===== config.mk =====
export PLATFORM = sky130hd
export DESIGN_NAME = sorted_priority_queue_unit
export DESIGN_NICKNAME = d
export VERILOG_FILES = /design/src/rtl/core/spq_pkg.sv /design/src/rtl/core/sorted_priority_queue_unit.sv /design/src/rtl/core/spq_ctrl.sv /design/src/rtl/core/spq_datapath.sv
export SDC_FILE = /design/constraint.sdc
export NUM_CORES = 2
export LEC_CHECK = 0
export ABC_AREA = 1
export ABC_CLOCK_PERIOD_IN_PS = 20800
export BUFFER_PORTS_ARGS = -buffer_cell sky130_fd_sc_hd__buf_2
export CORE_MARGIN = 1.5
export CORE_UTILIZATION = 65
export DETAILED_ROUTE_END_ITERATION = 7
export MAX_ROUTING_LAYER = met4
export PLACE_DENSITY = 0.83
export SLEW_MARGIN = 10
export SYNTH_ARGS = -nofsm -noshare
export SYNTH_HDL_FRONTEND = slang
export SYNTH_SLANG_ARGS = --single-unit
export TNS_END_PERCENT = 50

===== constraint.sdc =====
create_clock -name clock -period 20.8 [get_ports clock]
set_clock_uncertainty 0.1 [all_clocks]
set_input_delay 2.08 -clock clock [delete_from_list [all_inputs] [get_ports clock]]
set_output_delay 2.08 -clock clock [all_outputs]
set_load 0.03 [all_outputs]

===== src/rtl/core/spq_pkg.sv =====
// Shared types and constants for the sorted priority queue.
// Used by the controller, the datapath, the top level and the port checker.
`timescale 1ns / 1ps
`default_nettype none

package spq_pkg;

   localparam int DEPTH  = 16;
   localparam int DATA_W = 32;
   localparam int PRIO_W = 16;
   localparam int CNT_W  = $clog2(DEPTH + 1);
   localparam int IDX_W  = $clog2(DEPTH);
   localparam int STAT_W = 2;

   // request tdata: item_data, item_priority
   localparam int REQ_BITS   = DATA_W + PRIO_W;
   localparam int REQ_TDATA_W = ((REQ_BITS + 7) / 8) * 8;

   // response tdata: popped_data, head_data, tail_data, entry_count, status
   localparam int RSP_POP_LO  = 0;
   localparam int RSP_HEAD_LO = DATA_W;
   localparam int RSP_TAIL_LO = 2 * DATA_W;
   localparam int RSP_CNT_LO  = 3 * DATA_W;
   localparam int RSP_STAT_LO = 3 * DATA_W + CNT_W;
   localparam int RSP_BITS    = 3 * DATA_W + CNT_W + STAT_W;
   localparam int RSP_TDATA_W = ((RSP_BITS + 7) / 8) * 8;

   localparam logic [STAT_W-1:0] STATUS_OK    = 2'd0;
   localparam logic [STAT_W-1:0] STATUS_EMPTY = 2'd1;
   localparam logic [STAT_W-1:0] STATUS_FULL  = 2'd2;

   localparam logic MODE_PUSH = 1'b0;
   localparam logic MODE_POP  = 1'b1;

   typedef enum logic [1:0] {
      ST_IDLE,
      ST_EXEC,
      ST_REPORT
   } state_type;

   typedef struct packed {
      logic capture;
      logic execute;
      logic report;
   } ctl_cmd_type;

   typedef struct packed {
      logic slot_free;
   } dp_status_type;

endpackage

`default_nettype wire


===== src/rtl/core/sorted_priority_queue_unit.sv =====
// Top level of the sorted priority queue: joins controller and datapath.
// Depends on spq_pkg, spq_ctrl and spq_datapath.
//
//   channel | direction | ports                        | payload
//   req     | in        | req_tvalid/tready/tdata/tuser| tuser: mode; tdata: item_data,
//           |           |                              |   item_priority
//   rsp     | out       | rsp_tvalid/tready/tdata      | tdata: popped_data, head_data,
//           |           |                              |   tail_data, entry_count, status
//
// Each transaction runs capture, an update of all entry cells in parallel
// (insert or shift toward the head), then load of the result register.
// The result register holds a finished result while the next transaction is taken.
// A stalled result register holds the controller in its report step.
// Synchronous reset empties the queue; no clearing pass.
`timescale 1ns / 1ps
`default_nettype none

module sorted_priority_queue_unit
   import spq_pkg::*;
(
   input  wire logic                   clock,
   input  wire logic                   reset,
   input  wire logic                   req_tvalid,
   output logic                        req_tready,
   // [31:0] item_data, [47:32] item_priority
   input  wire logic [REQ_TDATA_W-1:0] req_tdata,
   // [0] mode
   input  wire logic [0:0]             req_tuser,
   output logic                        rsp_tvalid,
   input  wire logic                   rsp_tready,
   // [31:0] popped_data, [63:32] head_data, [95:64] tail_data,
   // [100:96] entry_count, [102:101] status, [103] zero
   output logic [RSP_TDATA_W-1:0]      rsp_tdata
);

   ctl_cmd_type   cmd;
   dp_status_type dp_status;

   spq_ctrl u_ctrl (
      .clock      (clock),
      .reset      (reset),
      .req_tvalid (req_tvalid),
      .req_tready (req_tready),
      .dp_status  (dp_status),
      .cmd        (cmd)
   );

   spq_datapath u_datapath (
      .clock      (clock),
      .reset      (reset),
      .cmd        (cmd),
      .dp_status  (dp_status),
      .req_tdata  (req_tdata),
      .req_tuser  (req_tuser),
      .rsp_tvalid (rsp_tvalid),
      .rsp_tready (rsp_tready),
      .rsp_tdata  (rsp_tdata)
   );

endmodule

`default_nettype wire


===== src/rtl/core/spq_ctrl.sv =====
// Controller state machine of the sorted priority queue.
// Depends on spq_pkg; drives commands to spq_datapath.
`timescale 1ns / 1ps
`default_nettype none

module spq_ctrl
   import spq_pkg::*;
(
   input  wire logic          clock,
   input  wire logic          reset,
   input  wire logic          req_tvalid,
   output logic               req_tready,
   input  wire dp_status_type dp_status,
   output ctl_cmd_type        cmd
);

   state_type state_ff;
   state_type state_in;

   always_ff @(posedge clock) begin
      if (reset) begin
         state_ff <= ST_IDLE;
      end else begin
         state_ff <= state_in;
      end
   end

   always_comb begin
      state_in = state_ff;
      case (state_ff)
         ST_IDLE: begin
            if (req_tvalid) begin
               state_in = ST_EXEC;
            end
         end
         ST_EXEC: begin
            state_in = ST_REPORT;
         end
         ST_REPORT: begin
            // hold until the output slot can take the result
            if (dp_status.slot_free) begin
               state_in = ST_IDLE;
            end
         end
         default: begin
            state_in = ST_IDLE;
         end
      endcase
   end

   always_comb begin
      req_tready  = 1'b0;
      cmd.capture = 1'b0;
      cmd.execute = 1'b0;
      cmd.report  = 1'b0;
      case (state_ff)
         ST_IDLE: begin
            req_tready  = !reset;
            cmd.capture = req_tvalid && !reset;
         end
         ST_EXEC: begin
            cmd.execute = 1'b1;
         end
         ST_REPORT: begin
            cmd.report = dp_status.slot_free;
         end
         default: begin
            req_tready = 1'b0;
         end
      endcase
   end

endmodule

`default_nettype wire


===== src/rtl/core/spq_datapath.sv =====
// Datapath of the sorted priority queue: sorted entry cells, count and result register.
// Depends on spq_pkg; sequenced by spq_ctrl.
`timescale 1ns / 1ps
`default_nettype none

module spq_datapath
   import spq_pkg::*;
(
   input  wire logic                    clock,
   input  wire logic                    reset,
   input  wire ctl_cmd_type             cmd,
   output dp_status_type                dp_status,
   input  wire logic [REQ_TDATA_W-1:0]  req_tdata,
   input  wire logic [0:0]              req_tuser,
   output logic                         rsp_tvalid,
   input  wire logic                    rsp_tready,
   output logic [RSP_TDATA_W-1:0]       rsp_tdata
);

   // captured transaction
   logic              mode_ff;
   logic [DATA_W-1:0] item_data_ff;
   logic [PRIO_W-1:0] item_prio_ff;

   // sorted cells, highest priority at index 0
   logic [DATA_W-1:0] data_ff [DEPTH];
   logic [DATA_W-1:0] data_in [DEPTH];
   logic [PRIO_W-1:0] prio_ff [DEPTH];
   logic [PRIO_W-1:0] prio_in [DEPTH];
   logic [CNT_W-1:0]  count_ff;
   logic [CNT_W-1:0]  count_in;

   logic [DATA_W-1:0] popped_ff;
   logic [DATA_W-1:0] popped_in;
   logic [STAT_W-1:0] status_ff;
   logic [STAT_W-1:0] status_in;

   logic                   rsp_valid_ff;
   logic [RSP_TDATA_W-1:0] rsp_data_ff;
   logic [RSP_TDATA_W-1:0] rsp_data_in;

   logic [DEPTH-1:0] keep;
   logic             is_full;
   logic             is_empty;
   logic [CNT_W-1:0] tail_pos;
   logic [IDX_W-1:0] tail_idx;
   logic [DATA_W-1:0] head_val;
   logic [DATA_W-1:0] tail_val;

   assign is_full  = (count_ff == CNT_W'(DEPTH));
   assign is_empty = (count_ff == '0);

   always_ff @(posedge clock) begin
      if (cmd.capture) begin
         mode_ff      <= req_tuser[0];
         item_data_ff <= req_tdata[DATA_W-1:0];
         item_prio_ff <= req_tdata[DATA_W +: PRIO_W];
      end
   end

   // an entry stays in place when it is stored and ranks at or above the new item
   always_comb begin
      for (int i = 0; i < DEPTH; i++) begin
         keep[i] = (CNT_W'(i) < count_ff) &&
                   ($signed(prio_ff[i]) >= $signed(item_prio_ff));
      end
   end

   always_comb begin
      count_in  = count_ff;
      popped_in = '0;
      status_in = STATUS_OK;
      for (int i = 0; i < DEPTH; i++) begin
         data_in[i] = data_ff[i];
         prio_in[i] = prio_ff[i];
      end
      if (mode_ff == MODE_PUSH) begin
         if (is_full) begin
            status_in = STATUS_FULL;
         end else begin
            count_in = count_ff + 1'b1;
            for (int i = 0; i < DEPTH; i++) begin
               if (!keep[i]) begin
                  if (i == 0 || keep[(i == 0) ? 0 : i - 1]) begin
                     data_in[i] = item_data_ff;
                     prio_in[i] = item_prio_ff;
                  end else begin
                     data_in[i] = data_ff[(i == 0) ? 0 : i - 1];
                     prio_in[i] = prio_ff[(i == 0) ? 0 : i - 1];
                  end
               end
            end
         end
      end else begin
         if (is_empty) begin
            status_in = STATUS_EMPTY;
         end else begin
            count_in  = count_ff - 1'b1;
            popped_in = data_ff[0];
            // advance every entry one place toward the head
            for (int i = 0; i < DEPTH - 1; i++) begin
               data_in[i] = data_ff[i + 1];
               prio_in[i] = prio_ff[i + 1];
            end
         end
      end
   end

   always_ff @(posedge clock) begin
      if (reset) begin
         count_ff <= '0;
      end else if (cmd.execute) begin
         count_ff <= count_in;
      end
   end

   always_ff @(posedge clock) begin
      if (cmd.execute) begin
         for (int i = 0; i < DEPTH; i++) begin
            data_ff[i] <= data_in[i];
            prio_ff[i] <= prio_in[i];
         end
         popped_ff <= popped_in;
         status_ff <= status_in;
      end
   end

   assign tail_pos = count_ff - 1'b1;
   assign tail_idx = tail_pos[IDX_W-1:0];
   assign head_val = is_empty ? '0 : data_ff[0];
   assign tail_val = is_empty ? '0 : data_ff[tail_idx];

   always_comb begin
      rsp_data_in = '0;
      rsp_data_in[RSP_POP_LO  +: DATA_W] = popped_ff;
      rsp_data_in[RSP_HEAD_LO +: DATA_W] = head_val;
      rsp_data_in[RSP_TAIL_LO +: DATA_W] = tail_val;
      rsp_data_in[RSP_CNT_LO  +: CNT_W]  = count_ff;
      rsp_data_in[RSP_STAT_LO +: STAT_W] = status_ff;
   end

   assign dp_status.slot_free = !rsp_valid_ff || rsp_tready;

   always_ff @(posedge clock) begin
      if (reset) begin
         rsp_valid_ff <= 1'b0;
      end else if (cmd.report) begin
         rsp_valid_ff <= 1'b1;
      end else if (rsp_tready) begin
         rsp_valid_ff <= 1'b0;
      end
   end

   always_ff @(posedge clock) begin
      if (cmd.report) begin
         rsp_data_ff <= rsp_data_in;
      end
   end

   assign rsp_tvalid = rsp_valid_ff;
   assign rsp_tdata  = rsp_data_ff;

endmodule

`default_nettype wire


Word level (Yosys, flattened, before mapping)

Memory sizes are Yosys's and may differ from the RTL's. A register that Yosys moved wholly into a read port is not among the register bits.
Index checks and enable logic that the tools add are counted.

Bits in registers: 162
Bits in writable memories: 768
Output and inout bits: 106
Logic and storage cells: 165
Memories: 2

Memory list:

| memory             | depth | bits a word | rd ports | clocked after memory_dff | write ports | line               | RTL |
|---|---|---|---|---|---|---|---|
| u_datapath.data_ff | 16    | 32          | 17       | 1                        | 16          | spq_datapath.sv:26 | `logic [DATA_W-1:0] data_ff [DEPTH];` |
| u_datapath.prio_ff | 16    | 16          | 16       | 0                        | 16          | spq_datapath.sv:28 | `logic [PRIO_W-1:0] prio_ff [DEPTH];` |

$add $sub $neg: 2
Magnitude comparators: 32
Equality and inequality tests: 7
Mux-type cells: 88
Reduce and logical (&&, ||, !) cells: 25

Operators with widths:

| kind                                                                        | count |
|---|---|
| 32-bit two-way mux                                                          | 33 |
| 480-bit two-way mux                                                         | 2 |
| 16-bit two-way mux                                                          | 32 |
| 512-bit two-way mux                                                         | 1 |
| 240-bit two-way mux                                                         | 2 |
| 16-bit >= comparator                                                        | 16 |
| 256-bit two-way mux                                                         | 1 |
| 4-bit by 5-bit less-than comparator with 1-bit output, first input constant | 8 |
| 3-bit by 5-bit less-than comparator with 1-bit output, first input constant | 4 |
| 1-bit logical AND                                                           | 17 |
| 5-bit two-way mux                                                           | 3 |
| 1-bit by 5-bit less-than comparator with 1-bit output, first input constant | 2 |
| 2-bit by 5-bit less-than comparator with 1-bit output, first input constant | 2 |
| 1-bit two-way mux                                                           | 9 |
| 2-bit two-way mux                                                           | 4 |
| 2-bit one-hot mux with 3 select lines                                       | 1 |
| 5-bit by 1-bit adder with 5-bit output, second input constant               | 1 |
| 5-bit equality test, second input constant                                  | 1 |
| 5-bit zero test                                                             | 1 |
| 5-bit by 1-bit subtractor with 5-bit output, second input constant          | 1 |
| 2-bit by 1-bit inequality test with 1-bit output, second input constant     | 2 |
| 2-bit inequality test, second input constant                                | 2 |
| 3-bit AND reduction                                                         | 1 |
| 2-bit by 1-bit equality test with 1-bit output, second input constant       | 1 |
| other kinds (6)                                                             | 7 |

Logic depth before layout (Yosys ltp)

An unclocked memory read counts as a cell.

Word-level depth: 7
Depth in mapped cells: 17

By module

From an unflattened synthesis, not the netlist that was laid out.

Cell total of the unflattened synthesis: 7699
Area total of the unflattened synthesis: 60494.3 µm²

By module, submodules not included:

| module       | times used | cells an instance | area each (µm²) | seq. area each (µm²) |
|---|---|---|---|---|
| spq_datapath | 1          | 7684              | 60387.9         | 28767.6 |
| spq_ctrl     | 1          | 15                | 106.4           | 40.0 |

Least setup slack after synthesis

OpenSTA, ideal clock, no wires.

Path kind: input -> register
Start point: input port rsp_tready
End point: register u_datapath.rsp_data_ff[0] (netlist: u_datapath.rsp_tdata[0]) (enable)
Data arrival time: 9089 ps
Data required time: 20009 ps
Slack: 10920 ps
Cell stages on the path: 2
Buffers on the path: 0
Cells stage by stage: nor2_1 -> nor3_1

RTL lines:

| what                 | line                             | RTL |
|---|---|---|
| from (decl)          | sorted_priority_queue_unit.sv:30 | `input wire logic rsp_tready,` |
| to (signal assigned) | spq_datapath.sv:156              | `rsp_data_ff <= rsp_data_in;` |
| to (decl)            | spq_datapath.sv:39               | `logic [RSP_TDATA_W-1:0] rsp_data_ff;` |

==> impl_metrics.csv <==
group,metric,value,unit
logic_synthesis,synth_area_per_cell,7.84,µm²
floorplan,fp-row-count,111,
floorplan,start_util,65.8,%
drt,drc,0,
power_and_ir_drop,p_leak,0.0300,µW
drt,via_per_inst,6.10,
logic_synthesis,synthTopCellsByArea,"edfxtp_1 47%, nand2_1 15%, nand3_1 13%",
logic_synthesis,synth_cell_types,35,
logic_synthesis,synthTopCellsByCount,"2482 x nand2_1, 1569 x nand3_1, 954 x edfxtp_1",
critical_path,cp.required,21.28,ns
critical_path,worst-setup-path-type,"flop to flop",
drt,firstDrtPassIters,6,
cts,cts.sinks,962,
logic_synthesis,synthXorXnorAreaFrac,0.0269,%
drt,num_vias,53900,
timing,final_max_slew_viol_count,0,
floorplan,die_area,95000,µm²
critical_path,cpMaxStageDelayCell,"buf_4",
drt,drt_wl_total,174000,µm
critical_path,critPathMaxStageDelay,0.98,ns
cts,worstSkewPairLatency,0.72,ns
critical_path,path_cells,"inv_1 > ha_4 > inv_2 > nor2_1 > inv_1 > nor2_1 > nand2_1 > nand2_2 > buf_4 > inv_8 > buf_4 > buf_4 > nand3_1 > nand2_1",
logic_synthesis,synth_warnings,0,
logic_synthesis,yosysMostFrequentCell,"nand2_1",
floorplan,die_x,308,µm
grt,grt_use_met2,53.8,%
cts,cts_resized,0,
critical_path,crit_fanout,124,
logic_synthesis,synthAdderAreaFrac,5.35,%
cts,clockBufferDepth,3,
timing,period_needed,5.02,ns
drt,wl_per_cell,19.7,µm
timing,tns,0,ns
logic_synthesis,ys_seq_elements,962,
cts,cts.clk_slew.worst_paths,0.06,ns
power_and_ir_drop,pwr_density_cell,79.5,nW/µm²
grt,grt_use_met1,51.8,%
grt,grt_pass1_wl,274000,µm
critical_path,cp.arrival,5.50,ns
cts,cts.htree.levels,3,
power_and_ir_drop,internal-power,3580,µW
finish,fin_nets,7821,
placement,dpl.hpwl,111000,µm
grt,grt_usage,37.2,%
logic_synthesis,netlist_area,60500,µm²
floorplan,core-area,91900,µm²
power_and_ir_drop,p_switching,1540,µW
power_and_ir_drop,switching_share,30.1,%
grt,grt_max_degree,208,
logic_synthesis,synthCells,7719,
timing,clock.fmax,0.199,GHz
critical_path,path_buf_inv,7,
logic_synthesis,synth_top_family_by_area,"simple AND/OR/NAND/NOR gates",
grt,grt_pass1_vias,50200,
placement,gp_congestion,0.912,
timing,final_hold_viol_count,0,
logic_synthesis,synthArstFlopShare,0,%
power_and_ir_drop,combPwrFrac,17.7,%
finish,drive_above_1_share,6.35,%
cts,postCtsHoldBufs,0,
logic_synthesis,synth_mux_area_share,0,%
floorplan,chipHeight,308,µm
grt,busiest_layer,"met2",
run_status,outcome,"complete, no violations",
timing,finalCritPeriodShare,24.1,%
cts,root_buffer,"clkbuf_16",
critical_path,crit_family,"buffers and inverters",
timing,tightestPinTransition,1.34,ns
logic_synthesis,synth.top_cell.area_share,47.3,%
grt,gr-usage-met3,9.39,%
finish,diodes,0,
logic_synthesis,yosysTopAreaCell,"edfxtp_1",
logic_synthesis,synthSimpleGateAreaFrac,30.3,%
drt,first_iter_violations,8657,
placement,io_buffers,157,
power_and_ir_drop,pwr-share-seq,45.3,%
grt,grt_antenna_before_repair,1,
critical_path,end_kind,"flop",
logic_synthesis,synth_edf_count,954,
cts,cts_tree,"built",
logic_synthesis,syn_nets,8031,
grt,grt_overflow,0,
power_and_ir_drop,ir_worst_vdd,68.0,µV
critical_path,critPathMostFrequentCell,"buf_4",
min_path,worstHoldPathType,"flop to flop",
timing,finalSetupViolCount,0,
flow_run,drv_cap,0,
timing,relSlewSlack,10.6,%
timing,holdWs,0.318,ns
logic_synthesis,ys_seq_area_share,47.6,%
finish,areaGrowthSynthToFinish,6.30,%
cts,numCtsBuffers,102,
floorplan,io_pins,159,
power_and_ir_drop,power_frac_clock,37.0,%
cts,cts_setup_buffers,0,
timing,rsz0062_at_grt,"false",
logic_synthesis,synthFlopType,"edfxtp_1",
critical_path,cp-start-kind,"flop",
logic_synthesis,synth-compound-area-share,6.68,%
drt,ant_nets,0,
power by group through the flow:
| stage | Sequential (µW) | Combinational, µW | Clock [µW] |
|---|---|---|---|
| finish | 2320 | 904 | 1890 |
| global route | 2320 | 986 | 1970 |
| CTS | 2310 | 872 | 1900 |
| detailed placement | 2360 | 866 | 0 |
| global placement | 2350 | 841 | 0 |
| floorplan | 2350 | 633 | 0 |
layout by cell type, fill, tap and decap left out, types with 20 or more instances in the layout:
cell type,instances
nand2_1,2480
nand3_1,1569
edfxtp_1,954
inv_1,864
a21oi_1,347
o21ai_0,299
ha_1,258
buf_2,157
nor2_1,109
clkbuf_16,104
buf_4,84
o22ai_1,48
nor3_1,34
o211ai_1,32
nand4_1,30
clkbuf_1,24
inv_2,22
nor2_2,20
path summary, 6_finish.rpt:
kind / cells past startpoint / endpoint / from / slack, ns
worst min register to register: 0 / u_datapath.rsp_tdata[9] / u_datapath.popped_ff[9] / 0.32
worst max-delay path: 14 / u_datapath.data_ff[9][23] / u_datapath.count_ff[1] / 15.78
worst min-delay path: 0 / u_datapath.rsp_tdata[9] / u_datapath.popped_ff[9] / 0.32
worst max register to register: 14 / u_datapath.data_ff[9][23] / u_datapath.count_ff[1] / 15.78
cells by family after synthesis:
| group | after synthesis |
|---|---|
| buf+inv | 1446 |
| fa+ha+maj | 259 |
| xor+xnor | 1 |
| simple gates | 4282 |
| other cells | 1 |
| compound gates | 768 |
| flops | 962 |
area by class of cell:
type	count	area, µm²
flip-flops and latches	962	28800
fillers	7386	27600
well taps	1243	1560
clock inverters	60	704
multi-input cells	5311	25800
inverters	889	3350
repair buffers	243	1460
clock buffers	128	2690
through the flow:
step	utilization (%)	cells	cell area [µm²]	worst slack, ns	power (µW)
finish	70.0	8836	64300	15.78	5120
floorplan	-	7719	60500	10.92	2980
detailed placement	66.3	8648	60900	16.02	3220
global route	70.0	8836	64300	15.51	5280
global placement	66.3	8648	60900	16.12	3190
CTS	70.0	8836	64300	16.00	5080
flip-flops by register name, indices dropped and copies added (netlist names), 5 cells and up:
signal	cells
u_datapath.rsp_tdata	103
u_datapath.item_prio_ff	16
u_datapath.prio_ff	256
u_datapath.count_ff	5
u_datapath.popped_ff	32
u_datapath.data_ff	512
u_datapath.item_data_ff	32
worst reg2reg max path: stages, from the launching register on:
cell	delay (ns)
dfxtp_1	0.58
inv_1	0.24
ha_4	0.21
inv_2	0.08
nor2_1	0.06
inv_1	0.07
nor2_1	0.04
nand2_1	0.12
nand2_2	0.05
buf_4	0.34
inv_8	0.68
buf_4	0.82
buf_4	1.08
nand3_1	0.27
nand2_1	0.15
routing by layer:
layer / vias up / part of all wire (%)
li1: 25200 / -
met1: 24300 / 40
met2: 4015 / 43
met3: 393 / 15
met4: 0 / 2.5
met5: - / 0
(Power assumes the default switching activity.)
